[config.mk]
export PLATFORM = sky130hd
export DESIGN_NAME = phc_ctrl
export DESIGN_NICKNAME = d
export VERILOG_FILES = /design/src/rtl/phc_pkg.sv /design/src/rtl/phc_ctrl.sv
export SDC_FILE = /design/constraint.sdc
export NUM_CORES = 1
export LEC_CHECK = 0
export BUFFER_PORTS_ARGS = -buffer_cell sky130_fd_sc_hd__buf_2
export CAP_MARGIN = 20
export CORE_AREA = 2 2 41 43
export DETAILED_ROUTE_END_ITERATION = 10
export DIE_AREA = 0 0 43 45
export PLACE_DENSITY = 0.89
export SETUP_SLACK_MARGIN = 0.4
export SLEW_MARGIN = 10
export SYNTH_ARGS = -nofsm -noshare
export SYNTH_HDL_FRONTEND = slang
export SYNTH_SLANG_ARGS = --single-unit
[constraint.sdc]
create_clock -name clk -period 4.1 [get_ports clk]
set_input_delay 0.41 -clock clk [delete_from_list [all_inputs] [get_ports clk]]
set_output_delay 0.41 -clock clk [all_outputs]
set_load 0.05 [all_outputs]
[src/rtl/phc_pkg.sv]
`timescale 1ns / 1ps
package phc_pkg;

	localparam int POS_W       = 8;
	localparam int MAP_AW      = 2 * POS_W;
	localparam int TIME_W      = 48;
	localparam int CHARGE_IN_W = 14;
	localparam int SIZE_W      = 7;
	localparam int QSUM_OUT_W  = 20;
	localparam int CENT_W      = 16;
	localparam int FRAC_W      = 8;
	localparam int QUO_W       = 16;
	localparam int STEP_W      = $clog2(QUO_W);
	localparam int CFG_W       = 9;
	localparam int CFG_IDX_W   = 1;

	// Sensor size caps applied to the row and column registers.
	localparam int MAX_ROWS = 256;
	localparam int MAX_COLS = 256;

	localparam int MAX_HITS_DEF    = 64;
	localparam int CHARGE_BITS_DEF = 14;

	localparam logic [CFG_IDX_W-1:0] REG_ROW_COUNT    = 1'd0;
	localparam logic [CFG_IDX_W-1:0] REG_COLUMN_COUNT = 1'd1;
	localparam logic [CFG_W-1:0]     SENSOR_RESET     = 9'd256;

	typedef struct packed {
		logic [POS_W-1:0]       hit_row;
		logic [POS_W-1:0]       hit_column;
		logic [CHARGE_IN_W-1:0] hit_charge;
		logic [TIME_W-1:0]      hit_time;
		logic                   last_hit;
	} hit_t;

	typedef struct packed {
		logic [SIZE_W-1:0]     cluster_size;
		logic [QSUM_OUT_W-1:0] charge_sum;
		logic [CENT_W-1:0]     centroid_row;
		logic [CENT_W-1:0]     centroid_column;
		logic [TIME_W-1:0]     seed_time;
		logic                  zero_charge;
		logic                  hits_dropped;
		logic                  last_cluster;
	} cluster_t;

	typedef enum logic [3:0] {
		ST_CLEAR,
		ST_IDLE,
		ST_SCAN,
		ST_SEED,
		ST_PROBE,
		ST_CHECK,
		ST_NB_ACC,
		ST_POP,
		ST_POP_RD,
		ST_CENTER,
		ST_DIV_GO,
		ST_DIV_WAIT,
		ST_EMIT,
		ST_FINISH,
		ST_FL_RD,
		ST_FL_WR
	} state_t;

	typedef struct packed {
		logic clr_step;
		logic store;
		logic scan_skip;
		logic seed_rd;
		logic seed_acc;
		logic probe_next;
		logic take;
		logic nb_acc;
		logic pop;
		logic pop_rd;
		logic center;
		logic div_go;
		logic emit;
		logic fin;
		logic fl_wr;
	} cmd_t;

	typedef struct packed {
		logic clr_done;
		logic hit_last;
		logic scan_end;
		logic seed_used;
		logic probe_ok;
		logic probe_last;
		logic take_ok;
		logic stack_empty;
		logic sum_zero;
		logic div_busy;
		logic out_free;
		logic pend;
		logic fl_last;
	} sts_t;

endpackage

[src/rtl/phc_ctrl.sv]
`timescale 1ns / 1ps
module phc_ctrl
	import phc_pkg::*;
(
	input  logic clk,
	input  logic arst_n,
	input  logic hit_valid,
	output logic hit_ready,
	input  sts_t sts,
	output cmd_t cmd
);

	state_t state_q, state_d;

	always_ff @(posedge clk or negedge arst_n) begin
		if (!arst_n) begin
			state_q <= ST_CLEAR;
		end else begin
			state_q <= state_d;
		end
	end

	always_comb begin
		state_d = state_q;
		case (state_q)
			ST_CLEAR: begin
				if (sts.clr_done) state_d = ST_IDLE;
			end
			ST_IDLE: begin
				if (hit_valid && sts.hit_last) state_d = ST_SCAN;
			end
			ST_SCAN: begin
				if (sts.scan_end) state_d = ST_FINISH;
				else if (!sts.seed_used) state_d = ST_SEED;
			end
			ST_SEED: state_d = ST_PROBE;
			ST_PROBE: begin
				if (sts.probe_ok) state_d = ST_CHECK;
				else if (sts.probe_last) state_d = ST_POP;
			end
			ST_CHECK: begin
				if (sts.take_ok) state_d = ST_NB_ACC;
				else if (sts.probe_last) state_d = ST_POP;
				else state_d = ST_PROBE;
			end
			ST_NB_ACC: state_d = sts.probe_last ? ST_POP : ST_PROBE;
			ST_POP: state_d = sts.stack_empty ? ST_DIV_GO : ST_POP_RD;
			ST_POP_RD: state_d = ST_CENTER;
			ST_CENTER: state_d = ST_PROBE;
			ST_DIV_GO: state_d = sts.sum_zero ? ST_EMIT : ST_DIV_WAIT;
			ST_DIV_WAIT: begin
				if (!sts.div_busy) state_d = ST_EMIT;
			end
			ST_EMIT: begin
				if (!sts.pend || sts.out_free) state_d = ST_SCAN;
			end
			ST_FINISH: begin
				if (!sts.pend || sts.out_free) state_d = ST_FL_RD;
			end
			ST_FL_RD: state_d = ST_FL_WR;
			ST_FL_WR: begin
				if (sts.fl_last) state_d = ST_IDLE;
				else state_d = ST_FL_RD;
			end
			default: state_d = ST_CLEAR;
		endcase
	end

	always_comb begin
		cmd       = '0;
		hit_ready = 1'b0;
		case (state_q)
			ST_CLEAR: cmd.clr_step = 1'b1;
			ST_IDLE: begin
				hit_ready = 1'b1;
				cmd.store = hit_valid;
			end
			ST_SCAN: begin
				if (!sts.scan_end) begin
					cmd.scan_skip = sts.seed_used;
					cmd.seed_rd   = !sts.seed_used;
				end
			end
			ST_SEED: cmd.seed_acc = 1'b1;
			ST_PROBE: cmd.probe_next = !sts.probe_ok;
			ST_CHECK: begin
				cmd.take       = sts.take_ok;
				cmd.probe_next = !sts.take_ok;
			end
			ST_NB_ACC: begin
				cmd.nb_acc     = 1'b1;
				cmd.probe_next = 1'b1;
			end
			ST_POP: cmd.pop = !sts.stack_empty;
			ST_POP_RD: cmd.pop_rd = 1'b1;
			ST_CENTER: cmd.center = 1'b1;
			ST_DIV_GO: cmd.div_go = !sts.sum_zero;
			ST_EMIT: cmd.emit = !sts.pend || sts.out_free;
			ST_FINISH: cmd.fin = !sts.pend || sts.out_free;
			ST_FL_WR: cmd.fl_wr = 1'b1;
			default: cmd = '0;
		endcase
	end

endmodule

# --- Word-level counts from Yosys, hierarchy flattened ---
# Index checks and enable logic that the tools add are counted.
word_totals:
  ff_bits: 4
  word_cells: 65
op_classes:
  eq_ne: 22
  n_mux: 31
  reduce_logical: 11
op_table:
  columns: ["operator", "count"]
  rows:
  - ["$pmux 4 s15", 1]
  - ["$mux 4", 10]
  - ["$eq 4x4->1 const B", 8]
  - ["$eq 4x3->1 const B", 4]
  - ["$mux 1", 13]
  - ["$mux 2", 5]
  - ["$ne 2x2->1 const B", 5]
  - ["$eq 4x2->1 const B", 2]
  - ["$reduce_and 7->1", 1]
  - ["$logic_not 1->1", 6]
  - ["$ne 3x3->1 const B", 2]
  - ["$eq 4x1->1 const B", 1]
  - ["$logic_not 4->1", 1]
  - ["$mux 3", 1]
  - ["$pmux 1 s3", 1]
  - ["$reduce_or 2->1", 1]
  - ["$logic_and 1x1->1", 1]
  - ["$logic_or 1x1->1", 1]

# --- Logic depth before layout (Yosys ltp) ---
logic_depth:
  word_depth: 4
  ltp_mapped: 7
  depth_no_buf: 4

# --- Worst setup path before layout ---
# Ideal clock, no wire load.
synth_timing:
  path_type: "flip-flop to output port"
  startpoint: "register state_q[3]"
  endpoint: "output cmd[11] (netlist bit)"
  t_arrival_ns: 2.067
  required_ns: 3.690
  slack_ns: 1.623
  stages_incl_launch_ff: 4
  n_path_buf: 1
  path_cell_list: "dfrtp_1 > buf_6 > or4b_4 > nor3_1"
synth_lines:
  columns: ["item", "line", "rtl"]
  rows:
  - ["from (decl)", "phc_ctrl.sv:13", "state_t state_q, state_d;"]
  - ["from (signal assigned)", "phc_ctrl.sv:19", "state_q <= state_d;"]
  - ["to (decl)", "phc_ctrl.sv:10", "output cmd_t cmd"]

==> flow_summary.html <==
<table>
<tr><th>Metric</th><th>Value</th></tr>
<tr><th colspan="2">Status</th></tr>
<tr><td>Run status</td><td>completed</td></tr>
<tr><th colspan="2">Setup path</th></tr>
<tr><td>Worst reg2reg startpoint</td><td>state_q[3]</td></tr>
<tr><td>Reg2Reg Depth</td><td>4</td></tr>
<tr><td>Type of the worst setup path</td><td>flop to output pin</td></tr>
<tr><td>Worst-path maximum fanout</td><td>27</td></tr>
<tr><td>Worst R2R Setup Slack</td><td>2000 ps</td></tr>
<tr><td>CP arrival</td><td>1990 ps</td></tr>
<tr><td>Reg-to-Reg End</td><td>state_q[2]</td></tr>
<tr><td>Element type at the critical path start</td><td>flop</td></tr>
<tr><td>Worst endpoint required time</td><td>3690 ps</td></tr>
<tr><td>Type of element capturing the critical path</td><td>output pin</td></tr>
<tr><th colspan="2">Synthesis</th></tr>
<tr><td>Mapped Area</td><td>697 sq um</td></tr>
<tr><td>EDFF count, synth</td><td>0</td></tr>
<tr><td>Yosys warning count</td><td>0</td></tr>
<tr><td>Post-synthesis net count</td><td>107</td></tr>
<tr><td>Number of distinct library cells after synthesis</td><td>38</td></tr>
<tr><td>Synth Register Bits</td><td>4</td></tr>
<tr><td>Dominant synthesized flop cell</td><td>dfrtp_1</td></tr>
<tr><td>Async set-reset flop share out of synthesis</td><td>1.00</td></tr>
<tr><td>Number of instances in the synthesized netlist</td><td>91</td></tr>
<tr><td>Sequential element share of the synthesized area</td><td>0.144</td></tr>
<tr><td>Post-synthesis average cell area</td><td>7.66 sq um</td></tr>
<tr><th colspan="2">STA</th></tr>
<tr><td>Final worst path period need</td><td>2400 ps</td></tr>
<tr><td>Maximum clock frequency</td><td>0.416 GHz</td></tr>
<tr><td>Period utilization</td><td>0.586</td></tr>
<tr><td>Slew @ Worst Pin</td><td>719 ps</td></tr>
<tr><td>Fin Clk Skew</td><td>2.54 ps</td></tr>
<tr><td>Final WS setup</td><td>1700 ps</td></tr>
<tr><td>Hold slack</td><td>514 ps</td></tr>
<tr><td>Count of final hold-check violations</td><td>0</td></tr>
<tr><td>Slew Limit Headroom</td><td>0.520</td></tr>
<tr><td>Final count of pins violating max slew</td><td>0</td></tr>
<tr><td>Final setup violating endpoints</td><td>0</td></tr>
<tr><td>Setup TNS after final layout</td><td>0 ps</td></tr>
<tr><td>Unrepaired setup endpoints after global routing</td><td>false</td></tr>
<tr><th colspan="2">Placement</th></tr>
<tr><td>Count of buffers inserted at the top-level ports</td><td>31</td></tr>
<tr><td>Number of cells after detailed placement</td><td>129</td></tr>
<tr><td>Post-placement setup slack</td><td>1950 ps</td></tr>
<tr><td>Detailed-placement wirelength estimate</td><td>1220 microns</td></tr>
<tr><td>RD Place Congestion</td><td>0.843</td></tr>
<tr><th colspan="2">Route</th></tr>
<tr><td>Number of design rule violations left after detail routing</td><td>0</td></tr>
<tr><td>Via-to-Cell Ratio</td><td>5.69</td></tr>
<tr><td>Post-detailed-route wirelength per cell</td><td>12.8 microns</td></tr>
<tr><td>Wire length reported by the detailed router</td><td>1700 microns</td></tr>
<tr><td>DRT iter0 DRCs</td><td>13</td></tr>
<tr><td>Number of routed nets with antenna violations</td><td>0</td></tr>
<tr><td>Total via count in the routed design</td><td>757</td></tr>
<tr><td>TritonRoute pass-1 iters</td><td>4</td></tr>
<tr><th colspan="2">Floorplan</th></tr>
<tr><td>Initial Util</td><td>0.474</td></tr>
<tr><td>Die Area</td><td>1940 sq um</td></tr>
<tr><td>I/O Pins</td><td>32</td></tr>
<tr><td>Core region area</td><td>1470 sq um</td></tr>
<tr><td>FP Rows</td><td>14</td></tr>
<tr><td>Chip Height</td><td>45 microns</td></tr>
<tr><td>Horizontal die dimension</td><td>43 microns</td></tr>
<tr><th colspan="2">Global route</th></tr>
<tr><td>Total global routing overflow</td><td>0</td></tr>
<tr><td>Overall global routing resource usage</td><td>0.188</td></tr>
<tr><td>Initial antenna violation count</td><td>0</td></tr>
<tr><td>First-pass GRT wire length</td><td>2820 microns</td></tr>
<tr><td>Via count of the first global-routing pass</td><td>662</td></tr>
<tr><td>Pin count of the biggest net entering global routing</td><td>29</td></tr>
<tr><th colspan="2">Layout</th></tr>
<tr><td>Nets</td><td>135</td></tr>
<tr><td>Largest Register</td><td>state_q</td></tr>
<tr><td>Area growth from synthesis to layout</td><td>21.0%</td></tr>
<tr><td>Post-route insts no fill</td><td>133</td></tr>
<tr><td>Flip-flop count of the largest register after layout</td><td>4</td></tr>
<tr><td>N_diodes</td><td>0</td></tr>
<tr><td>Leading registers by flop count</td><td>state_q x4</td></tr>
<tr><td>Layout cells sized above 1</td><td>0.368</td></tr>
<tr><th colspan="2">Power</th></tr>
<tr><td>Maximum vdd drop</td><td>0.339 mV</td></tr>
<tr><td>Leakage power total</td><td>0.404 nW</td></tr>
<tr><td>Overall Power</td><td>0.000709 W</td></tr>
<tr><td>Total power per unit cell area</td><td>841 nW/um^2</td></tr>
<tr><th colspan="2">Clock network</th></tr>
<tr><td>Register clock-pin slew on the reported worst setup and hold paths</td><td>40 ps</td></tr>
<tr><td>Resized Gates After CTS</td><td>0</td></tr>
<tr><td>CTS sink count</td><td>4</td></tr>
<tr><td>Number of H-tree levels</td><td>1</td></tr>
<tr><td>TritonCTS buffer count</td><td>3</td></tr>
<tr><td>Maximum buffer depth of the clock tree</td><td>2</td></tr>
<tr><td>Buffers inserted by post-CTS timing repair</td><td>0</td></tr>
<tr><td>Clock tree from TritonCTS</td><td>yes</td></tr>
<tr><td>CTS Root Buffer Type</td><td>clkbuf_4</td></tr>
<tr><td>Clock latency reported for the late side of the worst-skew pair</td><td>230 ps</td></tr>
<tr><th colspan="2">Min path</th></tr>
<tr><td>Worst min path class</td><td>input pin to async pin</td></tr>
<tr><th colspan="2">Flow run</th></tr>
<tr><td>Max capacitance violation total</td><td>0</td></tr>
</table>
==> per-layer routing <==
layer | vias up | share of wire | track usage
li1 | 390 | - | -
met5 | - | 0 | 0
met1 | 353 | 0.44 | 0.240
met3 | 2 | 0.032 | 0.0120
met4 | 0 | 0.0024 | 0.0848
met2 | 12 | 0.52 | 0.327
==> repair_timing <==
item	4_1_cts	5_1_grt
hold buffers	1	0
endpoints found under the hold margin	4	0
endpoints found under the setup margin	0	0
==> worst max-delay path, stage by stage (launching register included) <==
cell and delay [ps]:
dfrtp_1 640, or4b_4 650, nor3b_4 190, buf_2 280
==> synthesized netlist by cell type (all sizes together) (2+ instances only) <==
cell | n | area, sq um
nor2 | 11 | 41.3
buf | 9 | 61.3
nor3 | 7 | 35.0
o21ai | 6 | 33.8
nand2b | 5 | 31.3
a21oi | 4 | 20.0
dfrtp | 4 | 100
nand2 | 4 | 15.0
a21boi | 3 | 22.5
and3 | 3 | 18.8
mux2 | 3 | 45.0
nand3 | 3 | 15.0
nor3b | 3 | 33.8
a211oi | 2 | 15.0
and2b | 2 | 16.3
and4b | 2 | 20.0
inv | 2 | 7.51
nand3b | 2 | 15.0
o31ai | 2 | 15.0
or3b | 2 | 17.5
==> through the flow <==
stage | cell area, sq um | util
2_1_floorplan | 697 | -
3_3_place_gp | 811 | 0.551
3_5_place_dp | 811 | 0.551
4_1_cts | 843 | 0.573
5_1_grt | 843 | 0.573
6_report | 843 | 0.573
==> power breakdown <==
| group | switching, W | internal, W | total [W] |
|---|---|---|---|
| combinational | 0.000276 | 0.000217 | 0.000492 |
| sequential | 0.000107 | 0.0000604 | 0.000167 |
| clock | 0.0000164 | 0.0000328 | 0.0000492 |
| total | 0.000399 | 0.000310 | 0.000709 |
==> layout make-up <==
| cell class | instances | area, sq um |
|---|---|---|
| Fill cell | 138 | 628 |
| Multi-Input combinational cell | 76 | 528 |
| Sequential cell | 4 | 100 |
| Clock buffer | 3 | 22.5 |
| Tap cell | 16 | 20.0 |
| Inverter | 2 | 7.51 |
| Timing Repair Buffer | 32 | 165 |
==> cells in the final DEF (no fill, tap or decap), types with 2 or more instances in the layout <==
cell,count
buf_2,31
nor2_1,11
nor3_1,7
nand2b_1,5
nand2_1,4
o21ai_0,4
a21oi_1,4
dfrtp_1,4
nand3_1,3
and3_1,3
a21boi_0,3
mux2_4,3
clkbuf_4,3
inv_1,2
nand3b_1,2
or3b_1,2
o31ai_1,2
and4b_1,2
nor3b_1,2
a211oi_1,2
==> logic make-up (layout without fill, tap and decap cells) <==
kind of cell,count (synthesis),in the layout,synth area share
mux,3,3,0.0646
simple gates,51,51,0.476
buf+inv,11,37,0.0987
flops,4,4,0.144
compound gates,22,22,0.217
==> how the worst max path moves through the flow <==
stage | from | endpoint | slack [ps] | cells after the start
4_1_cts | state_q[3] | cmd[12] | 1710 | 3
6_report | state_q[3] | cmd[12] | 1700 | 3
3_5_place_dp | state_q[3] | cmd[12] | 1950 | 3
5_1_grt | state_q[3] | cmd[12] | 1600 | 3
3_3_place_gp | state_q[3] | cmd[12] | 1990 | 3
2_1_floorplan | state_q[3] | cmd[11] | 1620 | 3
No activity file was read; power rests on OpenSTA's default activity.
